==> src/rtl/core/m4inv_pkg.sv <==
// shared types, constants, tables and float helpers of the 4x4 inverse core
package m4inv_pkg;

    localparam int SCR_DEPTH = 32;
    localparam int SCR_AW    = 5;

    localparam logic [4:0] A_ACC = 5'd28;
    localparam logic [4:0] A_T   = 5'd29;
    localparam logic [4:0] A_INV = 5'd30;
    localparam logic [4:0] A_ONE = 5'd31;

    localparam logic [31:0] F_ONE     = 32'h3F80_0000;
    localparam logic [31:0] CANON_NAN = 32'h7FC0_0000;

    localparam logic [1:0] MODE_INV = 2'd0;
    localparam logic [1:0] MODE_DIV = 2'd1;

    typedef logic signed [11:0] t_exp;

    typedef enum logic [2:0] {
        OP_MUL  = 3'd0,
        OP_ADD  = 3'd1,
        OP_SUB  = 3'd2,
        OP_DIV  = 3'd3,
        OP_EMIT = 3'd4
    } t_op;

    typedef struct packed {
        logic       rd;
        logic       go;
        logic       wr;
        logic       emit;
        logic       ld;
        t_op        op;
        logic [4:0] ra;
        logic [4:0] rb;
        logic [4:0] dst;
        logic       nega;
        logic [3:0] ld_addr;
        logic [3:0] idx;
        logic       last;
    } t_cmd;

    typedef struct packed {
        logic done;
    } t_stat;

    typedef struct packed {
        logic        sgn;
        t_exp        ex;
        logic [23:0] man;
        logic        zero;
        logic        inf;
        logic        nan;
    } t_unp;

    localparam logic [3:0] MINOR_TAB [12][4] = '{
        '{0,5,1,4}, '{0,6,2,4}, '{0,7,3,4}, '{1,6,2,5}, '{1,7,3,5}, '{2,7,3,6},
        '{8,13,9,12}, '{8,14,10,12}, '{8,15,11,12}, '{9,14,10,13}, '{9,15,11,13},
        '{10,15,11,14}
    };

    localparam logic [3:0] DETK_TAB [4][2] = '{'{2,9}, '{3,8}, '{4,7}, '{5,6}};
    localparam logic [3:0] DETK_SUB = 4'b0100;

    localparam logic [3:0] DET_TERM [24][4] = '{
        '{12,9,6,3}, '{8,13,6,3}, '{12,5,10,3}, '{4,13,10,3}, '{8,5,14,3}, '{4,9,14,3},
        '{12,9,2,7}, '{8,13,2,7}, '{12,1,10,7}, '{0,13,10,7}, '{8,1,14,7}, '{0,9,14,7},
        '{12,5,2,11}, '{4,13,2,11}, '{12,1,6,11}, '{0,13,6,11}, '{4,1,14,11},
        '{0,5,14,11},
        '{8,5,2,15}, '{4,9,2,15}, '{8,1,6,15}, '{0,9,6,15}, '{4,1,10,15}, '{0,5,10,15}
    };
    localparam logic [23:0] DET_NEG = 24'h666666;

    localparam logic [3:0] ADJ_TAB [16][6] = '{
        '{5,11,6,10,7,9}, '{1,11,2,10,3,9}, '{13,5,14,4,15,3}, '{9,5,10,4,11,3},
        '{4,11,6,8,7,7}, '{0,11,2,8,3,7}, '{12,5,14,2,15,1}, '{8,5,10,2,11,1},
        '{4,10,5,8,7,6}, '{0,10,1,8,3,6}, '{12,4,13,2,15,0}, '{8,4,9,2,11,0},
        '{4,9,5,7,6,6}, '{0,9,1,7,2,6}, '{12,3,13,1,14,0}, '{8,3,9,1,10,0}
    };
    localparam logic [15:0] ADJ_NEG = 16'h5A5A;

    function automatic logic [4:0] lzc27(input logic [26:0] v);
        logic [4:0] n;
        logic       hit;
        n   = 5'd27;
        hit = 1'b0;
        for (int k = 26; k >= 0; k--) begin
            if (!hit && v[k]) begin
                n   = 5'(26 - k);
                hit = 1'b1;
            end
        end
        return n;
    endfunction

    function automatic t_unp unpack(input logic [31:0] a, input logic norm);
        t_unp       u;
        logic [4:0] lz;
        u.sgn  = a[31];
        u.nan  = (a[30:23] == 8'hFF) && (a[22:0] != 23'd0);
        u.inf  = (a[30:23] == 8'hFF) && (a[22:0] == 23'd0);
        u.zero = (a[30:0] == 31'd0);
        if (a[30:23] == 8'd0) begin
            u.man = {1'b0, a[22:0]};
            u.ex  = 12'sd1;
        end else begin
            u.man = {1'b1, a[22:0]};
            u.ex  = $signed({4'b0, a[30:23]});
        end
        lz = lzc27({u.man, 3'b000});
        if (norm && !u.zero) begin
            u.man = u.man << lz;
            u.ex  = u.ex - $signed({7'b0, lz});
        end
        return u;
    endfunction

    // m[26] is the leading bit when ex >= 1, m[0] carries sticky
    function automatic logic [31:0] round_pack(input logic sgn, input t_exp ex,
                                               input logic [26:0] m);
        logic [26:0] mm;
        logic [26:0] mask;
        logic [11:0] sh;
        logic [24:0] r;
        logic        inc;
        t_exp        e2;
        logic [22:0] frac;
        mm = m;
        e2 = ex;
        sh = 12'(12'sd1 - ex);
        mask = ~({27{1'b1}} << sh[4:0]);
        if (ex < 12'sd1) begin
            if (sh > 12'd27) begin
                mm = {26'd0, |m};
            end else begin
                mm = (m >> sh[4:0]) | {26'd0, |(m & mask)};
            end
            e2 = 12'sd0;
        end
        inc = mm[2] & (mm[1] | mm[0] | mm[3]);
        r   = {1'b0, mm[26:3]} + {24'd0, inc};
        if (r[24]) begin
            e2 = e2 + 12'sd1;
        end else if (e2 == 12'sd0 && r[23]) begin
            e2 = 12'sd1;
        end
        frac = r[24] ? r[23:1] : r[22:0];
        if (e2 >= 12'sd255) begin
            return {sgn, 8'hFF, 23'd0};
        end
        return {sgn, e2[7:0], frac};
    endfunction

endpackage

==> src/rtl/core/m4inv_ctrl.sv <==
// controller: load counter, mode register and operation sequencer
module m4inv_ctrl (
    input  logic              i_clk,
    input  logic              i_rst_n,
    input  logic              i_start,
    output logic              o_busy,
    input  logic              i_cfg_we,
    input  logic [1:0]        i_cfg_wdata,
    input  m4inv_pkg::t_stat  i_stat,
    output m4inv_pkg::t_cmd   o_cmd
);

    typedef enum logic [3:0] {
        ST_IDLE  = 4'b0001,
        ST_READ  = 4'b0010,
        ST_ISSUE = 4'b0100,
        ST_WAIT  = 4'b1000
    } t_state;

    typedef enum logic [7:0] {
        PH_MINOR = 8'b0000_0001,
        PH_DET0  = 8'b0000_0010,
        PH_DETK  = 8'b0000_0100,
        PH_INV   = 8'b0000_1000,
        PH_ADJ   = 8'b0001_0000,
        PH_FDET  = 8'b0010_0000,
        PH_DIVE  = 8'b0100_0000,
        PH_EMITD = 8'b1000_0000
    } t_phase;

    t_state     r_state, n_state;
    t_phase     r_phase, n_phase;
    t_phase     nx_phase;
    logic [4:0] r_idx, n_idx;
    logic [2:0] r_step, n_step;
    logic [3:0] r_count, n_count;
    logic [1:0] r_mode, n_mode;
    logic [1:0] r_op_mode;
    logic [2:0] last_step;
    logic [4:0] last_idx;
    logic       fin;
    logic       adv;
    logic [3:0] i4;
    m4inv_pkg::t_cmd c;

    function automatic logic [4:0] ae(input logic [3:0] k);
        return {1'b0, k};
    endfunction

    function automatic logic [4:0] ab(input logic [3:0] k);
        return {1'b1, k};
    endfunction

    assign i4 = r_idx[3:0];

    // operation for the current phase and step
    always_comb begin
        c      = '0;
        c.op   = m4inv_pkg::OP_MUL;
        c.idx  = i4;
        c.last = 1'b0;
        case (r_phase)
            PH_MINOR: begin
                case (r_step)
                    3'd0: begin
                        c.ra = ae(m4inv_pkg::MINOR_TAB[i4][0]);
                        c.rb = ae(m4inv_pkg::MINOR_TAB[i4][1]);
                        c.dst = m4inv_pkg::A_T;
                    end
                    3'd1: begin
                        c.ra = ae(m4inv_pkg::MINOR_TAB[i4][2]);
                        c.rb = ae(m4inv_pkg::MINOR_TAB[i4][3]);
                        c.dst = m4inv_pkg::A_ACC;
                    end
                    default: begin
                        c.op = m4inv_pkg::OP_SUB;
                        c.ra = m4inv_pkg::A_T;
                        c.rb = m4inv_pkg::A_ACC;
                        c.dst = ab(i4);
                    end
                endcase
            end
            PH_DET0: begin
                case (r_step)
                    3'd0: begin
                        c.ra = ab(4'd0);
                        c.rb = ab(4'd11);
                        c.dst = m4inv_pkg::A_T;
                    end
                    3'd1: begin
                        c.ra = ab(4'd1);
                        c.rb = ab(4'd10);
                        c.dst = m4inv_pkg::A_ACC;
                    end
                    default: begin
                        c.op = m4inv_pkg::OP_SUB;
                        c.ra = m4inv_pkg::A_T;
                        c.rb = m4inv_pkg::A_ACC;
                        c.dst = m4inv_pkg::A_ACC;
                    end
                endcase
            end
            PH_DETK: begin
                case (r_step)
                    3'd0: begin
                        c.ra = ab(m4inv_pkg::DETK_TAB[r_idx[1:0]][0]);
                        c.rb = ab(m4inv_pkg::DETK_TAB[r_idx[1:0]][1]);
                        c.dst = m4inv_pkg::A_T;
                    end
                    default: begin
                        c.op = m4inv_pkg::DETK_SUB[r_idx[1:0]] ? m4inv_pkg::OP_SUB
                                                                : m4inv_pkg::OP_ADD;
                        c.ra = m4inv_pkg::A_ACC;
                        c.rb = m4inv_pkg::A_T;
                        c.dst = m4inv_pkg::A_ACC;
                    end
                endcase
            end
            PH_INV: begin
                c.op  = m4inv_pkg::OP_DIV;
                c.ra  = m4inv_pkg::A_ONE;
                c.rb  = m4inv_pkg::A_ACC;
                c.dst = m4inv_pkg::A_INV;
            end
            PH_ADJ: begin
                case (r_step)
                    3'd0: begin
                        c.ra = ae(m4inv_pkg::ADJ_TAB[i4][0]);
                        c.rb = ab(m4inv_pkg::ADJ_TAB[i4][1]);
                        c.nega = m4inv_pkg::ADJ_NEG[i4];
                        c.dst = m4inv_pkg::A_ACC;
                    end
                    3'd1: begin
                        c.ra = ae(m4inv_pkg::ADJ_TAB[i4][2]);
                        c.rb = ab(m4inv_pkg::ADJ_TAB[i4][3]);
                        c.dst = m4inv_pkg::A_T;
                    end
                    3'd2: begin
                        c.op = m4inv_pkg::ADJ_NEG[i4] ? m4inv_pkg::OP_ADD : m4inv_pkg::OP_SUB;
                        c.ra = m4inv_pkg::A_ACC;
                        c.rb = m4inv_pkg::A_T;
                        c.dst = m4inv_pkg::A_ACC;
                    end
                    3'd3: begin
                        c.ra = ae(m4inv_pkg::ADJ_TAB[i4][4]);
                        c.rb = ab(m4inv_pkg::ADJ_TAB[i4][5]);
                        c.dst = m4inv_pkg::A_T;
                    end
                    3'd4: begin
                        c.op = m4inv_pkg::ADJ_NEG[i4] ? m4inv_pkg::OP_SUB : m4inv_pkg::OP_ADD;
                        c.ra = m4inv_pkg::A_ACC;
                        c.rb = m4inv_pkg::A_T;
                        c.dst = m4inv_pkg::A_ACC;
                    end
                    3'd5: begin
                        c.ra = m4inv_pkg::A_ACC;
                        c.rb = m4inv_pkg::A_INV;
                        c.dst = m4inv_pkg::A_T;
                    end
                    default: begin
                        c.op = m4inv_pkg::OP_EMIT;
                        c.ra = m4inv_pkg::A_T;
                        c.last = i4 == 4'd15;
                    end
                endcase
            end
            PH_FDET: begin
                case (r_step)
                    3'd0: begin
                        c.ra = ae(m4inv_pkg::DET_TERM[r_idx][0]);
                        c.rb = ae(m4inv_pkg::DET_TERM[r_idx][1]);
                        c.dst = m4inv_pkg::A_T;
                    end
                    3'd1: begin
                        c.ra = m4inv_pkg::A_T;
                        c.rb = ae(m4inv_pkg::DET_TERM[r_idx][2]);
                        c.dst = m4inv_pkg::A_T;
                    end
                    3'd2: begin
                        c.ra = m4inv_pkg::A_T;
                        c.rb = ae(m4inv_pkg::DET_TERM[r_idx][3]);
                        c.dst = m4inv_pkg::A_T;
                    end
                    default: begin
                        // first term is moved into the accumulator by a unit multiply
                        if (r_idx == 5'd0) begin
                            c.ra = m4inv_pkg::A_T;
                            c.rb = m4inv_pkg::A_ONE;
                        end else begin
                            c.op = m4inv_pkg::DET_NEG[r_idx] ? m4inv_pkg::OP_SUB
                                                             : m4inv_pkg::OP_ADD;
                            c.ra = m4inv_pkg::A_ACC;
                            c.rb = m4inv_pkg::A_T;
                        end
                        c.dst = m4inv_pkg::A_ACC;
                    end
                endcase
            end
            PH_DIVE: begin
                case (r_step)
                    3'd0: begin
                        c.op = m4inv_pkg::OP_DIV;
                        c.ra = ae(i4);
                        c.rb = m4inv_pkg::A_ACC;
                        c.dst = m4inv_pkg::A_T;
                    end
                    default: begin
                        c.op = m4inv_pkg::OP_EMIT;
                        c.ra = m4inv_pkg::A_T;
                        c.last = i4 == 4'd15;
                    end
                endcase
            end
            default: begin
                c.op   = m4inv_pkg::OP_EMIT;
                c.ra   = m4inv_pkg::A_ACC;
                c.idx  = 4'd0;
                c.last = 1'b1;
            end
        endcase
    end

    // phase limits and successor
    always_comb begin
        last_step = 3'd0;
        last_idx  = 5'd0;
        nx_phase  = r_phase;
        fin       = 1'b0;
        case (r_phase)
            PH_MINOR: begin
                last_step = 3'd2;
                last_idx  = 5'd11;
                nx_phase  = PH_DET0;
            end
            PH_DET0: begin
                last_step = 3'd2;
                nx_phase  = PH_DETK;
            end
            PH_DETK: begin
                last_step = 3'd1;
                last_idx  = 5'd3;
                nx_phase  = PH_INV;
            end
            PH_INV: begin
                nx_phase = PH_ADJ;
            end
            PH_ADJ: begin
                last_step = 3'd6;
                last_idx  = 5'd15;
                fin       = 1'b1;
            end
            PH_FDET: begin
                last_step = 3'd3;
                last_idx  = 5'd23;
                nx_phase  = (r_mode == m4inv_pkg::MODE_DIV) ? PH_DIVE : PH_EMITD;
            end
            PH_DIVE: begin
                last_step = 3'd1;
                last_idx  = 5'd15;
                fin       = 1'b1;
            end
            default: begin
                fin = 1'b1;
            end
        endcase
    end

    always_comb begin
        n_state = r_state;
        n_phase = r_phase;
        n_idx   = r_idx;
        n_step  = r_step;
        n_count = r_count;
        n_mode  = r_mode;
        o_cmd   = c;
        adv     = 1'b0;
        o_cmd.ld_addr = r_count;
        case (r_state)
            ST_IDLE: begin
                o_cmd.ld = i_start;
                if (i_start) begin
                    if (r_count == 4'd15) begin
                        n_count = 4'd0;
                        n_mode  = r_op_mode;
                        n_phase = (r_op_mode == m4inv_pkg::MODE_INV) ? PH_MINOR : PH_FDET;
                        n_idx   = 5'd0;
                        n_step  = 3'd0;
                        n_state = ST_READ;
                    end else begin
                        n_count = r_count + 4'd1;
                    end
                end
            end
            ST_READ: begin
                o_cmd.rd = 1'b1;
                n_state  = ST_ISSUE;
            end
            ST_ISSUE: begin
                if (c.op == m4inv_pkg::OP_EMIT) begin
                    o_cmd.emit = 1'b1;
                    adv        = 1'b1;
                    n_state    = ST_READ;
                end else begin
                    o_cmd.go = 1'b1;
                    n_state  = ST_WAIT;
                end
            end
            ST_WAIT: begin
                if (i_stat.done) begin
                    o_cmd.wr = 1'b1;
                    adv      = 1'b1;
                    n_state  = ST_READ;
                end
            end
            default: begin
                n_state = ST_IDLE;
            end
        endcase
        if (adv) begin
            if (r_step != last_step) begin
                n_step = r_step + 3'd1;
            end else if (r_idx != last_idx) begin
                n_step = 3'd0;
                n_idx  = r_idx + 5'd1;
            end else if (fin) begin
                n_state = ST_IDLE;
            end else begin
                n_step  = 3'd0;
                n_idx   = 5'd0;
                n_phase = nx_phase;
            end
        end
    end

    always_ff @(posedge i_clk) begin
        if (!i_rst_n) begin
            r_state   <= ST_IDLE;
            r_phase   <= PH_MINOR;
            r_idx     <= 5'd0;
            r_step    <= 3'd0;
            r_count   <= 4'd0;
            r_mode    <= 2'd0;
            r_op_mode <= 2'd0;
        end else begin
            r_state <= n_state;
            r_phase <= n_phase;
            r_idx   <= n_idx;
            r_step  <= n_step;
            r_count <= n_count;
            r_mode  <= n_mode;
            if (i_cfg_we) begin
                r_op_mode <= i_cfg_wdata;
            end
        end
    end

    assign o_busy = r_state != ST_IDLE;

    a_done_in_wait: assert property (@(posedge i_clk) disable iff (!i_rst_n)
        i_stat.done |-> r_state == ST_WAIT)
        else $error("unit done outside wait");

    a_count_zero_busy: assert property (@(posedge i_clk) disable iff (!i_rst_n)
        r_state != ST_IDLE |-> r_count == 4'd0)
        else $error("load count nonzero during compute");

    a_last_to_idle: assert property (@(posedge i_clk) disable iff (!i_rst_n)
        (o_cmd.emit && o_cmd.last) |=> r_state == ST_IDLE)
        else $error("sequencer did not finish after last result");

    a_full_load_starts: assert property (@(posedge i_clk) disable iff (!i_rst_n)
        (r_state == ST_IDLE && i_start && r_count == 4'd15) |=> r_state == ST_READ)
        else $error("compute did not start after sixteenth element");

endmodule

==> config.mk <==
export PLATFORM = sky130hd
export DESIGN_NAME = m4inv_ctrl
export DESIGN_NICKNAME = d
export VERILOG_FILES = /design/src/rtl/core/m4inv_pkg.sv /design/src/rtl/core/m4inv_ctrl.sv
export SDC_FILE = /design/constraint.sdc
export NUM_CORES = 1
export LEC_CHECK = 0
export ABC_CLOCK_PERIOD_IN_PS = 3100
export BUFFER_PORTS_ARGS = -buffer_cell sky130_fd_sc_hd__buf_2
export CORE_MARGIN = 2
export CORE_UTILIZATION = 45
export CTS_BUF_LIST = sky130_fd_sc_hd__clkbuf_8 sky130_fd_sc_hd__clkbuf_16
export DETAILED_ROUTE_END_ITERATION = 10
export GPL_TIMING_DRIVEN = 0
export HOLD_SLACK_MARGIN = 0.08
export PLACE_DENSITY = 0.64
export REMOVE_ABC_BUFFERS = 1
export SLEW_MARGIN = 20
export SYNTH_ARGS = -nofsm -noshare
export SYNTH_HDL_FRONTEND = slang
export SYNTH_SLANG_ARGS = --single-unit
==> constraint.sdc <==
create_clock -name i_clk -period 3.1 [get_ports i_clk]
set_input_delay 0.62 -clock i_clk [delete_from_list [all_inputs] [get_ports i_clk]]
set_output_delay 0.62 -clock i_clk [all_outputs]
set_load 0.03 [all_outputs]
==> results of run 1 <==
[Yosys cell counts, drive strengths merged (7+ instances only)]
| cell type | count | area (sq um) |
|---|---|---|
| a211oi | 8 | 70.1 |
| nand3 | 19 | 100 |
| nor2 | 58 | 223 |
| nor2b | 9 | 66.3 |
| o211ai | 7 | 66.3 |
| dfxtp | 30 | 601 |
| a21oi | 37 | 185 |
| xor2 | 8 | 70.1 |
| mux2i | 10 | 100 |
| buf | 9 | 70.1 |
| o22ai | 7 | 43.8 |
| nand2 | 42 | 158 |
| ha | 18 | 225 |
| inv | 17 | 66.3 |
| nor3 | 14 | 75.1 |
| and3 | 8 | 50.1 |
| nand2b | 11 | 68.8 |
| o21ai | 23 | 115 |
| clkbuf | 25 | 93.8 |
[worst paths after layout]
kind / start / endpoint / slack (ns) / depth (start not counted)
setup / recovery: r_phase[1]$_SDFFE_PN0P_ / o_cmd[31] / 0.02 / 9
hold reg to reg: r_mode[1]$_SDFFE_PN0P_ / r_mode[1]$_SDFFE_PN0P_ / 0.50 / 2
setup reg to reg: r_phase[6]$_SDFFE_PN0P_ / flop / 0.15 / 11
hold / removal: r_mode[1]$_SDFFE_PN0P_ / r_mode[1]$_SDFFE_PN0P_ / 0.50 / 2
[per-stage QoR]
step,TNS [ns],util (%)
2_1_floorplan,-2.64,-
3_3_place_gp,-24.36,47.8
3_5_place_dp,-10.02,48.1
4_1_cts,0,52.9
5_1_grt,-0.132,55.3
6_report,0,55.3
[worst reg2reg max path, stage by stage, from the launching register on]
cell and delay [ns]:
dfxtp_4 0.42, nor4_4 0.29, buf_4 0.19, buf_4 0.13
nand4b_4 0.12, buf_4 0.21, a21oi_1 0.24, o32ai_4 0.18
or2_2 0.38, o211ai_4 0.13, a32oi_1 0.16, a221oi_2 0.39
[where the power goes]
group	internal [mW]	switching (mW)
logic	0.00944	0.0201
registers	0.379	0.00336
clock network	0.257	0.150
[cell type report]
cell class	count	area, sq um	share of cell area, %
sequential	30	647	15.4
inverter	18	81.3	1.93
clock inverter	1	30.0	0.714
multi-input combinational	382	2790	66.5
tap	102	128	3.04
clock buffer	6	82.6	1.96
timing repair buffer	70	442	10.5
[repair_timing]
action / in CTS / in global routing
setup buffers: 15 / 14
endpoints found under the hold margin: 0 / 0
endpoints found under the setup margin: 43 / 25
pin swaps: 6 / 3
gates cloned: 1 / 0
gates resized for setup: 36 / 25
[sequential cells by signal, summed over array words and instances (netlist names), named ones only]
| name | count |
|---|---|
| r_count | 4 |
| r_idx | 5 |
| r_mode | 2 |
| r_op_mode | 2 |
| r_phase | 8 |
| r_state | 4 |
| r_step | 3 |
[routing by layer]
| layer | vias to the layer above | routed length, um |
|---|---|---|
| met3 | 37 | 931 |
| li1 | 1815 | - |
| met2 | 198 | 5460 |
| met1 | 1841 | 4820 |
| met5 | - | 0 |
| met4 | 0 | 469 |
[logic make-up (layout without fill, tap and decap cells)]
family,after synthesis,count (layout)
fa+ha+maj,18,18
mux,15,15
xor+xnor,14,14
compound gates,139,139
flops,30,30
simple gates,195,196
buf+inv,52,95
==> metrics, run 1 <==
status finished clean; Slew headroom 49.8%; row count 32; Peak VDD IR 0.245 mV; most crowded layer after global routing met2; Compound-Gate Fraction of Synth Area 29.3%; wire length per cell 19.2 um; GPL Wtd Cong 0.931; post-route ant nets 0; Non-Filler Instances 609; Crit. End Element primary output; GR Layer Usage met3 4.52%; worst slack, placed -0.670 ns; CP bufs+invs 2; Antenna diodes 0; Synth Area in XOR/XNOR 3.53%; GR Layer Usage met2 44.7%; Main synth FF type dfxtp_1; FFs w/ async S/R, synth 0%; drc violations 0; die height 91.8 um; total grt overflow 0; die area 8430 sq um; IO buf count 40; post-synthesis cell type count 82; Worst Clk Skew 0.00392 ns; simple logic cell fraction of the synthesized area 31.4%; Area Growth Syn to Fin 21.1%; Seq/Total Area, Yosys 17.3%; CP arrival 2.46 ns; CTS max path bufs 2; Die Width 91.8 um; final period utilization 99.4%; Slew @ Worst Pin 0.752 ns; main combinational cell family by area after synthesis simple AND/OR/NAND/NOR gates; CP max stage cell dfxtp_2; CP required 2.48 ns; Post-Synthesis Cells 463; critical path class reg -> out; CP delay by family, top simple AND/OR/NAND/NOR gates; met1 GRT Util 35.4%; most frequent cells in the layout nor2_1, nand2_1, buf_2; mux cell area share after synthesis 5.26%; via count 3,891; power per cell area 195 nW/um^2; number of flops mapped to enable cells by yosys 0; hpwl dp 7780 um; layout cells sized above 1 30.6%; post-synthesis adder-cell area fraction 6.49%; Worst Hold Slack 0.500 ns; CTS tree built; drt initial violations 375; hold crit path type reg -> reg; root buffer cell clkbuf_8; Final nets 532; Mapped Area 3470 sq um; largest net degree at the start of global routing 42; CTS clock-pin slew for the worst setup and hold paths 0.06 ns; Clock Sink Count 30; core area 7610 sq um; Synth Register Bits 30; dpl cell area 3660 sq um; WL final 11,700 um; final hold vios 0; fill cell count 732; Final setup viols 0; Final min period 3.08 ns; Worst path max stage delay 0.51 ns; Final Max Slew Viols 0; vias in the first global route 3,629; worst setup margin 0.0196 ns; CP Cell Sequence xor2_1, nand3_1, o311ai_4, nor2_4, nor2b_2, inv_2, and3b_1, nor2b_1, buf_2; Final Cell Area 4200 sq um; Leak 1.69 nW; TritonRoute pass-1 iters 5; first-pass GRT wire length 18,700 um; Via density 6.39; Initial Util 45.6%; CTS H-tree lvls 2; Cell Count Post-Placement 572; Ports 41; Peak Freq 0.325 GHz; gr usage total 27.2%; clock latency on the worst-skew pair 0.28 ns; leading cell type in the layout, fill and taps excluded nor2_1; MaxCap Viol Count 0; Tot Pwr 0.819 mW; RSZ-0062 raised after global routing yes; CTS Buf Count 5; yosys warns 0; initial antenna violation count 0; CP Max Fanout 13; Hold-fix buffers, CTS 0; Syn Area/Cell 7.50 sq um; CP startpoint kind flop
Power figures use the tool's default switching activity.
==> inputs of run 2 (changes only) <==
--- a/config.mk
+++ b/config.mk
@@ -8,12 +8,13 @@
 export ABC_CLOCK_PERIOD_IN_PS = 3100
 export BUFFER_PORTS_ARGS = -buffer_cell sky130_fd_sc_hd__buf_2
 export CORE_MARGIN = 2
-export CORE_UTILIZATION = 45
+export CORE_UTILIZATION = 40
 export CTS_BUF_LIST = sky130_fd_sc_hd__clkbuf_8 sky130_fd_sc_hd__clkbuf_16
 export DETAILED_ROUTE_END_ITERATION = 10
 export GPL_TIMING_DRIVEN = 0
 export HOLD_SLACK_MARGIN = 0.08
-export PLACE_DENSITY = 0.64
+export MAX_ROUTING_LAYER = met4
+export PLACE_DENSITY = 0.58
 export REMOVE_ABC_BUFFERS = 1
 export SLEW_MARGIN = 20
 export SYNTH_ARGS = -nofsm -noshare
==> metrics, run 2 (synthesis gave the netlist of run 1 again) <==
MaxCap Viol Count 0; final hold vios 0; Slew headroom 47.8%; fill cell count 814; multi-input logic area 2810 sq um; total grt overflow 0; Worst Hold Slack 0.494 ns; vias in the first global route 3,487; TritonRoute pass-1 iters 7; max FFs per register 8; IO buf count 40; Final nets 533; gr usage total 24.6%; register area 647 sq um; CTS tree built; Area Growth Syn to Fin 22.2%; power per cell area 189 nW/um^2; worst setup margin 0.0640 ns; final period utilization 97.9%; initial antenna violation count 0; Peak Freq 0.329 GHz; CTS Buf Count 5; root buffer cell clkbuf_8; layout cells sized above 1 30.5%; CP arrival 2.42 ns; leading cell type in the layout, fill and taps excluded nor2_1; Via density 6.25; Ports 41; post-route ant nets 0; first-pass GRT wire length 18,700 um; Die Width 97.2 um; Final Max Slew Viols 0; hold crit path type reg -> reg; most frequent cells in the layout nor2_1, nand2_1, buf_2; Final setup viols 0; clock latency on the worst-skew pair 0.29 ns; CP required 2.48 ns; WL final 11,800 um; CP Max Fanout 11; CTS H-tree lvls 2; Top reg by flops r_phase; Hold-fix buffers, CTS 0; Antenna diodes 0; worst slack, placed -0.792 ns; row count 33; RSZ-0062 raised after global routing yes; Peak VDD IR 0.252 mV; Initial Util 41.8%; Final min period 3.04 ns; status finished clean; hpwl dp 8090 um; critical path class reg -> out; CP startpoint kind flop; drt initial violations 291; Clock Sink Count 30; Worst Clk Skew 0.00759 ns; largest net degree at the start of global routing 36; GPL Wtd Cong 0.952; via count 3,839; die height 97.2 um; Crit. End Element primary output; top flop regs r_phase x8, r_idx x5; wire length per cell 19.2 um; CTS clock-pin slew for the worst setup and hold paths 0.07 ns; CTS max path bufs 2; Slew @ Worst Pin 0.781 ns; die area 9440 sq um; core area 8300 sq um; drc violations 0; Leak 1.71 nW
-- run 2: cell types whose count changed in the layout (fill, tap and decap cells not counted), sizes merged --
cell / previous run / this run
clkinvlp: 3 / 2
inv: 14 / 17
-- run 2: repair_timing --
action / in CTS / in global routing
cloned: 1 / 0
endpoints found under the hold margin: 0 / 0
setup buffers: 17 / 13
gates resized for setup: 40 / 25
setup endpoints to repair: 43 / 22
pin swaps: 6 / 4
-- run 2: final cells by class --
class,count,share of cell area [%]
Clock buffer,5,1.62
Sequential cell,30,15.2
Multi-Input combinational cell,382,66.1
Timing Repair Buffer,71,11.2
Tap cell,105,3.10
Clock inverter,3,0.885
Inverter,18,1.83
-- run 2: worst max-delay path: stages, from the launching register on --
cell      delay, ns
dfxtp_4        0.41
or4_1          0.62
nor4_2         0.37
a211oi_2       0.09
nor2b_4        0.15
and3b_1        0.19
nor2b_1        0.10
clkbuf_4       0.19
-- run 2: metrics by stage --
| stage | area (sq um) | util, % | std cells | power, mW | TNS (ns) |
|---|---|---|---|---|---|
| global placement | 3640 | 43.9 | 574 | 0.430 | -25.60 |
| CTS | 4060 | 48.9 | 601 | 0.816 | 0 |
| detailed placement | 3670 | 44.2 | 575 | 0.431 | -12.69 |
| finish | 4240 | 51.1 | 614 | 0.803 | 0 |
| global route | 4240 | 51.1 | 614 | 0.832 | -0.0364 |
| floorplan | 3310 | - | 429 | 0.418 | -2.64 |
-- run 2: worst paths after layout --
kind / to / slack (ns) / cells past startpoint / from
max: o_cmd[31] / 0.06 / 7 / r_phase[7]$_SDFFE_PN0P_
min: r_count[1]$_SDFFE_PN0P_ / 0.49 / 2 / r_count[1]$_SDFFE_PN0P_
max reg2reg: flop / 0.11 / 10 / r_phase[7]$_SDFFE_PN0P_
min reg2reg: r_count[1]$_SDFFE_PN0P_ / 0.49 / 2 / r_count[1]$_SDFFE_PN0P_
-- run 2: routing by layer --
metal,up-vias,part of all wire (%),GRT usage (%)
met4,0,2.1,5.96
met3,24,6.0,3.02
met2,165,49,41.8
li1,1813,-,-
met1,1837,43,31.1
met5,-,0,-
-- run 2: power breakdown --
part / leakage (nW) / internal, mW / switching, mW
clock network: 0.0607 / 0.234 / 0.156
registers: 0.252 / 0.379 / 0.00337
logic: 1.40 / 0.00942 / 0.0204
